### config.mk
export PLATFORM = sky130hd
export DESIGN_NAME = value_to_color_ramp_flat
export DESIGN_NICKNAME = d
export VERILOG_FILES = /design/src/design/vcr_pkg.sv /design/src/design/vcr_if.sv /design/src/design/vcr_front.sv /design/src/design/vcr_div_step.sv /design/src/design/vcr_interp.sv /design/src/design/value_to_color_ramp.sv /design/src/flat_wrapper.sv
export VERILOG_INCLUDE_DIRS = /design/src /design/src/design
export SDC_FILE = /design/constraint.sdc
export NUM_CORES = 2
export LEC_CHECK = 0
export ABC_AREA = 1
export BUFFER_PORTS_ARGS = -buffer_cell sky130_fd_sc_hd__buf_2
export CORE_AREA = 5 5 268 270
export CTS_CLUSTER_DIAMETER = 40
export DETAILED_ROUTE_END_ITERATION = 8
export DIE_AREA = 0 0 273 275
export PLACE_DENSITY = 0.83
export SYNTH_ARGS = -nofsm -noshare
export SYNTH_HDL_FRONTEND = slang
export SYNTH_SLANG_ARGS = --single-unit
### constraint.sdc
create_clock -name clk_i -period 19.7 [get_ports clk_i]
set_input_delay 2.955 -clock clk_i [delete_from_list [all_inputs] [get_ports clk_i]]
set_output_delay 2.955 -clock clk_i [all_outputs]
set_load 0.01 [all_outputs]
### src/design/value_to_color_ramp_defines.svh
// assertion macros of the color ramp design, used by its top level
`ifndef VALUE_TO_COLOR_RAMP_DEFINES_SVH
`define VALUE_TO_COLOR_RAMP_DEFINES_SVH

// clocked check, masked while reset is asserted
`define VCR_ASSERT(label, clk, rst_n, prop, msg) \
  label: assert property (@(posedge clk) disable iff (!rst_n) prop) else $error(msg);

// clocked check on the standard clock and reset names
`define VCR_ASSERT_STD(label, prop, msg) \
  `VCR_ASSERT(label, clk_i, rst_ni, prop, msg)

`endif

### src/design/vcr_pkg.sv
// types, constants and ramp table of the value to color ramp
package vcr_pkg;

  localparam int SAMPLE_BITS   = 16;
  localparam int FRACTION_BITS = 8;
  localparam int RAMP_ENTRIES  = 31;
  localparam int RAMP_LAST     = RAMP_ENTRIES - 1;
  localparam int RAMP_MID      = RAMP_LAST / 2;
  localparam int COLOR_SCALE   = 204;
  localparam int ENT_W         = 5;
  localparam int ENT_FRAC      = 4;
  localparam int COLOR_W       = 8;
  localparam int QUO_W         = $clog2(RAMP_LAST << FRACTION_BITS);
  localparam int IDX_W         = QUO_W - FRACTION_BITS;
  localparam int DIVD_W        = SAMPLE_BITS + QUO_W;
  localparam int T_W           = ENT_W + FRACTION_BITS + 2;
  localparam int SCALE_W       = 8;
  localparam int CFG_IDX_W     = 1;

  typedef enum logic [CFG_IDX_W-1:0] {
    REG_LOW_BOUND  = 1'b0,
    REG_HIGH_BOUND = 1'b1
  } reg_idx_e;

  typedef enum logic [1:0] {
    KIND_INTERP,
    KIND_ZERO_SPAN,
    KIND_BELOW,
    KIND_ABOVE
  } kind_e;

  typedef struct packed {
    kind_e                  kind;
    logic [SAMPLE_BITS-1:0] d;
    logic [SAMPLE_BITS-1:0] span;
  } front_t;

  typedef struct packed {
    kind_e                  kind;
    logic [SAMPLE_BITS-1:0] rem;
    logic [SAMPLE_BITS-1:0] span;
    logic [QUO_W-1:0]       low;
    logic [QUO_W-1:0]       quo;
  } div_t;

  // red in [2], green in [1], blue in [0]
  typedef logic [2:0][ENT_W-1:0] ent_t;
  typedef logic [2:0][FRACTION_BITS+ENT_W-1:0] mix_t;
  typedef logic [2:0][COLOR_W-1:0] rgb_t;

  // ramp entries in sixteenths of full intensity
  function automatic ent_t ramp_entry(input logic [IDX_W-1:0] idx);
    ent_t e;
    case (idx)
      0:       e = {5'd0,  5'd0,  5'd16};
      1:       e = {5'd0,  5'd1,  5'd15};
      2:       e = {5'd0,  5'd2,  5'd14};
      3:       e = {5'd0,  5'd3,  5'd13};
      4:       e = {5'd0,  5'd4,  5'd12};
      5:       e = {5'd0,  5'd5,  5'd11};
      6:       e = {5'd0,  5'd6,  5'd10};
      7:       e = {5'd0,  5'd7,  5'd9};
      8:       e = {5'd0,  5'd9,  5'd7};
      9:       e = {5'd0,  5'd10, 5'd6};
      10:      e = {5'd0,  5'd11, 5'd5};
      11:      e = {5'd0,  5'd12, 5'd4};
      12:      e = {5'd0,  5'd13, 5'd3};
      13:      e = {5'd0,  5'd14, 5'd2};
      14:      e = {5'd0,  5'd15, 5'd1};
      15:      e = {5'd0,  5'd16, 5'd0};
      16:      e = {5'd1,  5'd15, 5'd0};
      17:      e = {5'd2,  5'd14, 5'd0};
      18:      e = {5'd3,  5'd13, 5'd0};
      19:      e = {5'd4,  5'd12, 5'd0};
      20:      e = {5'd5,  5'd11, 5'd0};
      21:      e = {5'd6,  5'd10, 5'd0};
      22:      e = {5'd7,  5'd9,  5'd0};
      23:      e = {5'd9,  5'd7,  5'd0};
      24:      e = {5'd10, 5'd6,  5'd0};
      25:      e = {5'd11, 5'd5,  5'd0};
      26:      e = {5'd12, 5'd4,  5'd0};
      27:      e = {5'd13, 5'd3,  5'd0};
      28:      e = {5'd14, 5'd2,  5'd0};
      29:      e = {5'd15, 5'd1,  5'd0};
      30:      e = {5'd16, 5'd0,  5'd0};
      default: e = '0;
    endcase
    return e;
  endfunction

endpackage

### src/design/vcr_if.sv
// request channels of the value to color ramp
interface vcr_sample_if;
  logic                                  valid;
  logic                                  ready;
  logic signed [vcr_pkg::SAMPLE_BITS-1:0] sample;

  modport source (output valid, output sample, input ready);
  modport sink (input valid, input sample, output ready);
endinterface

interface vcr_color_if;
  logic                            valid;
  logic                            ready;
  logic [vcr_pkg::COLOR_W-1:0]     red;
  logic [vcr_pkg::COLOR_W-1:0]     green;
  logic [vcr_pkg::COLOR_W-1:0]     blue;

  modport source (output valid, output red, output green, output blue, input ready);
  modport sink (input valid, input red, input green, input blue, output ready);
endinterface

### src/design/vcr_front.sv
// bound registers, range classification and dividend build
module vcr_front (
  input  logic                                clk_i,
  input  logic                                rst_ni,
  input  logic                                cfg_we_i,
  input  logic [vcr_pkg::CFG_IDX_W-1:0]       cfg_idx_i,
  input  logic [vcr_pkg::SAMPLE_BITS-1:0]     cfg_data_i,
  vcr_sample_if.sink                          sample_i,
  output logic                                out_valid_o,
  input  logic                                out_ready_i,
  output vcr_pkg::div_t                       out_data_o
);

  localparam int SB = vcr_pkg::SAMPLE_BITS;

  logic signed [SB-1:0] low_bound_q, high_bound_q;
  logic                 s1_v_q, s2_v_q;
  logic                 s1_ready, s2_ready;
  vcr_pkg::front_t      s1_d, s1_q;
  vcr_pkg::div_t        s2_d, s2_q;
  logic signed [SB:0]   diff_v, diff_span;
  logic [SB+4:0]        times30;
  logic [vcr_pkg::DIVD_W-1:0] divd;

  // bound registers
  always_ff @(posedge clk_i or negedge rst_ni) begin
    if (!rst_ni) begin
      low_bound_q  <= '0;
      high_bound_q <= {1'b0, {(SB-1){1'b1}}};
    end else if (cfg_we_i) begin
      unique case (vcr_pkg::reg_idx_e'(cfg_idx_i))
        vcr_pkg::REG_LOW_BOUND:  low_bound_q  <= cfg_data_i;
        vcr_pkg::REG_HIGH_BOUND: high_bound_q <= cfg_data_i;
        default: ;
      endcase
    end
  end

  assign s1_ready       = !s1_v_q || s2_ready;
  assign s2_ready       = !s2_v_q || out_ready_i;
  assign sample_i.ready = s1_ready;

  // stage 1: classify against the bounds
  always_comb begin
    diff_v    = {sample_i.sample[SB-1], sample_i.sample} - {low_bound_q[SB-1], low_bound_q};
    diff_span = {high_bound_q[SB-1], high_bound_q} - {low_bound_q[SB-1], low_bound_q};
    s1_d.d    = diff_v[SB-1:0];
    s1_d.span = diff_span[SB-1:0];
    if (high_bound_q == low_bound_q) begin
      s1_d.kind = vcr_pkg::KIND_ZERO_SPAN;
    end else if (sample_i.sample <= low_bound_q) begin
      s1_d.kind = vcr_pkg::KIND_BELOW;
    end else if (sample_i.sample >= high_bound_q) begin
      s1_d.kind = vcr_pkg::KIND_ABOVE;
    end else begin
      s1_d.kind = vcr_pkg::KIND_INTERP;
    end
  end

  // stage 2: dividend d*30 scaled by the fraction bits
  always_comb begin
    times30   = {s1_q.d, 5'b0} - {4'b0, s1_q.d, 1'b0};
    divd      = {times30, {vcr_pkg::FRACTION_BITS{1'b0}}};
    s2_d.kind = s1_q.kind;
    s2_d.span = s1_q.span;
    s2_d.rem  = divd[vcr_pkg::DIVD_W-1:vcr_pkg::QUO_W];
    s2_d.low  = divd[vcr_pkg::QUO_W-1:0];
    s2_d.quo  = '0;
  end

  always_ff @(posedge clk_i or negedge rst_ni) begin
    if (!rst_ni) begin
      s1_v_q <= 1'b0;
      s2_v_q <= 1'b0;
    end else begin
      if (s1_ready) begin
        s1_v_q <= sample_i.valid;
      end
      if (s2_ready) begin
        s2_v_q <= s1_v_q;
      end
    end
  end

  always_ff @(posedge clk_i) begin
    if (sample_i.valid && s1_ready) begin
      s1_q <= s1_d;
    end
    if (s1_v_q && s2_ready) begin
      s2_q <= s2_d;
    end
  end

  assign out_valid_o = s2_v_q;
  assign out_data_o  = s2_q;

endmodule

### src/design/vcr_div_step.sv
// one restoring division step, one quotient bit per stage
module vcr_div_step (
  input  logic          clk_i,
  input  logic          rst_ni,
  input  logic          in_valid_i,
  output logic          in_ready_o,
  input  vcr_pkg::div_t in_data_i,
  output logic          out_valid_o,
  input  logic          out_ready_i,
  output vcr_pkg::div_t out_data_o
);

  localparam int SB = vcr_pkg::SAMPLE_BITS;
  localparam int QW = vcr_pkg::QUO_W;

  logic          v_q;
  vcr_pkg::div_t step_d, step_q;
  logic [SB:0]   trial;
  logic [SB:0]   less;
  logic          take;

  always_comb begin
    trial       = {in_data_i.rem, in_data_i.low[QW-1]};
    less        = trial - {1'b0, in_data_i.span};
    take        = trial >= {1'b0, in_data_i.span};
    step_d      = in_data_i;
    step_d.rem  = take ? less[SB-1:0] : trial[SB-1:0];
    step_d.low  = {in_data_i.low[QW-2:0], 1'b0};
    step_d.quo  = {in_data_i.quo[QW-2:0], take};
  end

  assign in_ready_o = !v_q || out_ready_i;

  always_ff @(posedge clk_i or negedge rst_ni) begin
    if (!rst_ni) begin
      v_q <= 1'b0;
    end else if (in_ready_o) begin
      v_q <= in_valid_i;
    end
  end

  always_ff @(posedge clk_i) begin
    if (in_valid_i && in_ready_o) begin
      step_q <= step_d;
    end
  end

  assign out_valid_o = v_q;
  assign out_data_o  = step_q;

endmodule

### src/design/vcr_interp.sv
// entry lookup, linear blend and 0.8 output scaling
module vcr_interp (
  input  logic                 clk_i,
  input  logic                 rst_ni,
  input  logic                 in_valid_i,
  output logic                 in_ready_o,
  input  vcr_pkg::div_t        in_data_i,
  vcr_color_if.source          color_o
);

  localparam int F  = vcr_pkg::FRACTION_BITS;
  localparam int TW = vcr_pkg::T_W;
  localparam int MW = F + vcr_pkg::ENT_W;
  localparam int PW = MW + vcr_pkg::SCALE_W;

  logic                        a_v_q, b_v_q;
  logic                        a_ready, b_ready;
  logic [vcr_pkg::IDX_W-1:0]   idx;
  logic [F-1:0]                frac;
  vcr_pkg::ent_t               e0, e1;
  vcr_pkg::mix_t               mix_d, mix_q;
  vcr_pkg::rgb_t               rgb_d, rgb_q;
  logic signed [TW-1:0]        base, prod, sum;
  logic signed [vcr_pkg::ENT_W:0] step;
  logic [PW-1:0]               scaled;

  // stage a: pick neighbors and blend
  always_comb begin
    case (in_data_i.kind)
      vcr_pkg::KIND_INTERP: begin
        idx  = in_data_i.quo[vcr_pkg::QUO_W-1:F];
        frac = in_data_i.quo[F-1:0];
      end
      vcr_pkg::KIND_ZERO_SPAN: begin
        idx  = vcr_pkg::IDX_W'(vcr_pkg::RAMP_MID);
        frac = '0;
      end
      vcr_pkg::KIND_ABOVE: begin
        idx  = vcr_pkg::IDX_W'(vcr_pkg::RAMP_LAST);
        frac = '0;
      end
      default: begin
        idx  = '0;
        frac = '0;
      end
    endcase
    e0    = vcr_pkg::ramp_entry(idx);
    e1    = vcr_pkg::ramp_entry(idx + vcr_pkg::IDX_W'(1));
    base  = '0;
    prod  = '0;
    sum   = '0;
    step  = '0;
    mix_d = '0;
    for (int ch = 0; ch < 3; ch++) begin
      step      = $signed({1'b0, e1[ch]}) - $signed({1'b0, e0[ch]});
      base      = $signed({2'b00, e0[ch], {F{1'b0}}});
      prod      = TW'($signed({1'b0, frac})) * TW'(step);
      sum       = base + prod;
      mix_d[ch] = sum[MW-1:0];
    end
  end

  // stage b: scale by 204/16 and truncate
  always_comb begin
    scaled = '0;
    rgb_d  = '0;
    for (int ch = 0; ch < 3; ch++) begin
      scaled    = PW'(mix_q[ch]) * PW'(vcr_pkg::COLOR_SCALE);
      rgb_d[ch] = scaled[F+vcr_pkg::ENT_FRAC +: vcr_pkg::COLOR_W];
    end
  end

  assign b_ready    = !b_v_q || color_o.ready;
  assign a_ready    = !a_v_q || b_ready;
  assign in_ready_o = a_ready;

  always_ff @(posedge clk_i or negedge rst_ni) begin
    if (!rst_ni) begin
      a_v_q <= 1'b0;
      b_v_q <= 1'b0;
    end else begin
      if (a_ready) begin
        a_v_q <= in_valid_i;
      end
      if (b_ready) begin
        b_v_q <= a_v_q;
      end
    end
  end

  always_ff @(posedge clk_i) begin
    if (in_valid_i && a_ready) begin
      mix_q <= mix_d;
    end
    if (a_v_q && b_ready) begin
      rgb_q <= rgb_d;
    end
  end

  assign color_o.valid = b_v_q;
  assign color_o.red   = rgb_q[2];
  assign color_o.green = rgb_q[1];
  assign color_o.blue  = rgb_q[0];

endmodule

### src/design/value_to_color_ramp.sv
// pipeline: 17 stages from an accepted request to its color on the output register
// throughput: one request per cycle while the output is not held, through the 13-stage quotient pipeline
// every stage has its own valid bit and takes a request whenever it is empty or moving
// reset: asynchronous active low, clears all valid bits, low bound 0, high bound 32767
// top level of the value to color ramp
`include "value_to_color_ramp_defines.svh"

module value_to_color_ramp (
  input  logic                            clk_i,
  input  logic                            rst_ni,
  input  logic                            cfg_we_i,
  input  logic [vcr_pkg::CFG_IDX_W-1:0]   cfg_idx_i,
  input  logic [vcr_pkg::SAMPLE_BITS-1:0] cfg_data_i,
  vcr_sample_if.sink                      sample_i,
  vcr_color_if.source                     color_o
);

  localparam int QW = vcr_pkg::QUO_W;

  logic          div_v [QW+1];
  logic          div_r [QW+1];
  vcr_pkg::div_t div_d [QW+1];

  vcr_front u_front (
    .clk_i       (clk_i),
    .rst_ni      (rst_ni),
    .cfg_we_i    (cfg_we_i),
    .cfg_idx_i   (cfg_idx_i),
    .cfg_data_i  (cfg_data_i),
    .sample_i    (sample_i),
    .out_valid_o (div_v[0]),
    .out_ready_i (div_r[0]),
    .out_data_o  (div_d[0])
  );

  for (genvar k = 0; k < QW; k++) begin : g_div
    vcr_div_step u_step (
      .clk_i       (clk_i),
      .rst_ni      (rst_ni),
      .in_valid_i  (div_v[k]),
      .in_ready_o  (div_r[k]),
      .in_data_i   (div_d[k]),
      .out_valid_o (div_v[k+1]),
      .out_ready_i (div_r[k+1]),
      .out_data_o  (div_d[k+1])
    );
  end

  vcr_interp u_interp (
    .clk_i      (clk_i),
    .rst_ni     (rst_ni),
    .in_valid_i (div_v[QW]),
    .in_ready_o (div_r[QW]),
    .in_data_i  (div_d[QW]),
    .color_o    (color_o)
  );

  // position never reaches the last ramp entry
  `VCR_ASSERT_STD(a_quo_range, div_v[QW] && div_d[QW].kind == vcr_pkg::KIND_INTERP |-> div_d[QW].quo < QW'(vcr_pkg::RAMP_LAST << vcr_pkg::FRACTION_BITS), "quotient out of ramp range")
  // the ramp never mixes red and blue
  `VCR_ASSERT_STD(a_no_magenta, color_o.valid |-> color_o.red == '0 || color_o.blue == '0, "red and blue both lit")
  // the input only stalls when every stage is full and the output is held
  `VCR_ASSERT_STD(a_stall_source, !sample_i.ready |-> color_o.valid && !color_o.ready, "input stalled without output backpressure")

endmodule
### src/flat_wrapper.sv
// flat-port wrapper written by rule: the top's interface ports become plain ports
module value_to_color_ramp_flat 
  (clk_i, rst_ni, cfg_we_i, cfg_idx_i, cfg_data_i, sample_i_valid, sample_i_sample, sample_i_ready, color_o_valid, color_o_red, color_o_green, color_o_blue, color_o_ready);
  vcr_sample_if sample_i_i ();
  vcr_color_if color_o_i ();
  input  logic clk_i;
  input  logic rst_ni;
  input  logic cfg_we_i;
  input  logic [vcr_pkg::CFG_IDX_W-1:0] cfg_idx_i;
  input  logic [vcr_pkg::SAMPLE_BITS-1:0] cfg_data_i;
  input wire logic [$bits(sample_i_i.valid)-1:0] sample_i_valid;
  input wire logic [$bits(sample_i_i.sample)-1:0] sample_i_sample;
  output wire logic [$bits(sample_i_i.ready)-1:0] sample_i_ready;
  output wire logic [$bits(color_o_i.valid)-1:0] color_o_valid;
  output wire logic [$bits(color_o_i.red)-1:0] color_o_red;
  output wire logic [$bits(color_o_i.green)-1:0] color_o_green;
  output wire logic [$bits(color_o_i.blue)-1:0] color_o_blue;
  input wire logic [$bits(color_o_i.ready)-1:0] color_o_ready;
  assign sample_i_i.valid = sample_i_valid;
  assign sample_i_i.sample = sample_i_sample;
  assign sample_i_ready = sample_i_i.ready;
  assign color_o_valid = color_o_i.valid;
  assign color_o_red = color_o_i.red;
  assign color_o_green = color_o_i.green;
  assign color_o_blue = color_o_i.blue;
  assign color_o_i.ready = color_o_ready;
  value_to_color_ramp u_core (.clk_i(clk_i), .rst_ni(rst_ni), .cfg_we_i(cfg_we_i), .cfg_idx_i(cfg_idx_i), .cfg_data_i(cfg_data_i), .sample_i(sample_i_i), .color_o(color_o_i));
endmodule
==> flow_summary_export.csv <==
group,metric,value,unit
sta,fin_crit_sh,44.0,%
finish,regArea,20500,um2
hold_path,hp-class,"reg2reg",
hold_path,whs_path_depth,0,
logic_synthesis,avgSynthCellArea,10.0,um2
clock_network,root_buffer,"clkbuf_16",
route,drt_wl_total,91.0,mm
logic_synthesis,synth_warnings,0,
floorplan,rows,97,
worst_setup_path,r2r_cells,29,
clock_network,numCtsBuffers,99,
logic_synthesis,synth_cells,4451,
floorplan,fp.dieArea,75100,um2
route,routed_via_density,5.50,
logic_synthesis,netlist.area_leader.share,43.2,%
sta,fin_setup_tns,0,ns
sta,worstMarginPinSlew,1.19,ns
clock_network,clock-sinks,691,
finish,drive_gt1_share,6.50,%
sta,setup_ws,11.04,ns
logic_synthesis,synth_cell_types,53,
logic_synthesis,synth_area_leaders,"edfxtp_1 (43%), ha_1 (13%), fa_1 (7.0%), inv_1 (6.4%), nand2_1 (5.9%)",
logic_synthesis,synth_nets,5122,
sta,maxSlewViolCount,0,
floorplan,fp.dieW,273,um
finish,layout-area-overhead-vs-synth,10.9,%
clock_network,htreeDepth,3,
sta,period_minus_slack,8.66,ns
clock_network,post_cts_resized,0,
global_route,grt_pass1_wl,151,mm
place,io_buffers,63,
finish,final_nets,5243,
sta,hold_violations,0,
finish,antenna_cells,0,
worst_setup_path,critPathArrivalTime,5.71,ns
run_status,status,"complete, no violations",
logic_synthesis,ys_ff_latch,691,
clock_network,cts_setup_buffers,0,
finish,nFillCells,4824,
worst_setup_path,r2r_setup_slack,11.73,ns
route,wl_per_cell,16.3,um
sta,setup_viol,0,
floorplan,initial_core_util,64.4,%
global_route,grt_usage,24.5,%
logic_synthesis,synth_edf_count,642,
logic_synthesis,synth.largest_area_cell,"edfxtp_1",
logic_synthesis,synthFlopType,"edfxtp_1",
route,num_vias,30800,
global_route,grt_pass1_vias,31600,
sta,finClkSkew,0.0385,ns
worst_setup_path,path_class,"in2out",
place,gp_congestion,0.959,
place,place_ws,11.06,ns
worst_setup_path,cp.required,16.75,ns
logic_synthesis,ys_seq_area_share,46.0,%
floorplan,num_io_pins,64,
floorplan,core_area,69300,um2
logic_synthesis,syn_area,44600,um2
clock_network,clkTransAtPathRegs,0.06,ns
worst_setup_path,start_kind,"input pin",
sta,max_freq,115,MHz
worst_setup_path,crit_fanout,4,
clock_network,clock_path_buffers,3,
sta,relSlewSlack,20.5,%
clock_network,cts_tree,"done",
floorplan,die_y,275,um
finish,multiInputGateArea,21000,um2
route,dr.pass1.iters,8,
route,ant_nets,0,
global_route,antenna_found_initial,0,
worst_setup_path,end_kind,"primary output",
place,dp_hpwl,69.6,mm
clock_network,clk_latency,0.66,ns
route,drc_errors,0,
logic_synthesis,async_flop_share,7.09,%
clock_network,cts_hold_buffers,0,
global_route,overflow,0,
global_route,grt_max_degree,50,
run,maxCapViolations,0,
route,first_iter_violations,1962,
sta,rsz0062_at_grt,"false",
-- layer usage --
metal / track usage, % / wire length (um) / vias to the layer above
li1: - / - / 15200
met1: 28.8 / 36200 / 14600
met2: 45.9 / 48100 / 800
met3: 3.37 / 3680 / 224
met4: 9.23 / 3050 / 0
met5: 0 / 0 / -
-- per-stage QoR --
stage / instance area [um2] / instances / util, % / hold slack [ns]
floorplan: 44600 / 4451 / - / 0.400
global placement: 46000 / 5411 / 66.3 / 0.400
detailed placement: 46000 / 5411 / 66.3 / 0.405
CTS: 49500 / 5599 / 71.4 / 0.386
global route: 49500 / 5599 / 71.4 / 0.400
finish: 49500 / 5599 / 71.4 / 0.397
-- cells in the final DEF, fill, tap and decap left out, types with 8 or more instances in the layout --
cell,count
nand3_1,117
nor4_1,11
nand2_2,8
nor2_1,338
inv_1,756
a21oi_1,300
inv_8,9
clkbuf_16,100
clkinv_4,11
xnor2_1,131
xor2_1,142
o21ai_1,23
dfrtp_1,34
clkinvlp_4,13
o21ai_0,283
buf_2,63
bufinv_16,11
ha_1,478
or2_2,11
nand2_1,696
edfxtp_1,642
o2111ai_1,24
buf_4,10
nor3_1,30
dfstp_2,15
a21o_1,45
clkbuf_1,10
fa_1,155
o21bai_1,24
a21boi_1,12
a21boi_0,24
nand4_1,36
inv_6,17
-- cell type report --
cell class                      instances  share of cell area (%)
Multi-Input combinational cell       2944                    42.5
Sequential cell                       691                    41.5
Inverter                              763                    5.79
Clock buffer                          113                    5.19
Tap cell                              940                    2.38
Clock inverter                         75                    1.84
Timing Repair Buffer                   73                   0.789
-- state kept, by name, indices dropped and copies added, names as in the netlist --
| name | flops |
|---|---|
| u_core.u_front.out_data_o | 38 |
| u_core.u_interp.a_v_q | 1 |
| u_core.u_interp.color_o.blue | 8 |
| u_core.g_div.u_step.out_valid_o | 13 |
| u_core.u_front.out_valid_o | 1 |
| u_core.u_front.s1_q | 34 |
| u_core.u_interp.color_o.green | 8 |
| u_core.u_interp.color_o.red | 8 |
| u_core.u_interp.color_o.valid | 1 |
| u_core.u_front.s1_v_q | 1 |
| u_core.u_front.high_bound_q | 16 |
| u_core.g_div.u_step.out_data_o | 507 |
| u_core.u_interp.mix_q | 39 |
| u_core.u_front.low_bound_q | 16 |
-- logic make-up (layout without fill, tap and decap cells) --
group	after synthesis	after routing	share of synthesized area, %
adders and majority gates	633	633	20.4
and+or+nand+nor	1267	1267	11.6
buffers and inverters	816	1024	7.01
xor gates and xnor gates	274	274	5.40
AOI/OAI and AO/OA	770	770	9.67
DFF	691	691	46.0
-- critical path, stage by stage --
cell	delay [ns]
buf_2	0.11
inv_1	0.07
nand4_1	0.14
nor2_1	0.34
nand4_1	0.24
nor2_1	0.35
nand4_1	0.31
nor2_2	0.30
nand4_2	0.18
nor2_2	0.37
nand2_1	0.16
buf_2	0.18
-- cells in the mapped netlist, drive strengths merged, types with 2 or more instances --
cell and n:
buf 33, xor2 143, o211ai 7, o21ai 306, dfstp 15, ha 478, a21oi 303, nand3b 2
clkbuf 20, nand2 704, fa 155, a211oi 7, o31ai 4, o2111ai 24, o21bai 24, nor2 348
a21o 45, edfxtp 642, a21boi 36, or2 12, xnor2 131, dfrtp 34, inv 761, nand3 117
nor4b 3, nor3 30, nand4 37, clkinv 2, nor4 11, a311oi 3, a31oi 6
-- final timing paths --
kind,startpoint,endpoint
worst max-delay path,color_o_ready,sample_i_ready
worst min-delay path,u_core.g_div[5].u_step.out_data_o[4],u_core.g_div[6].u_step.out_data_o[5]
worst max register to register,u_core.g_div[12].u_step.out_data_o[59],u_core.u_interp.mix_q[38]
worst min register to register,u_core.g_div[5].u_step.out_data_o[4],u_core.g_div[6].u_step.out_data_o[5]
max in group asynchronous,rst_ni,u_core.u_front.low_bound_q[2]
min in group asynchronous,rst_ni,u_core.u_front.s1_v_q
Power is left out: the tool's default activity adds up to more than one toggle a clock period on the data nets, which glitch-free logic cannot reach.
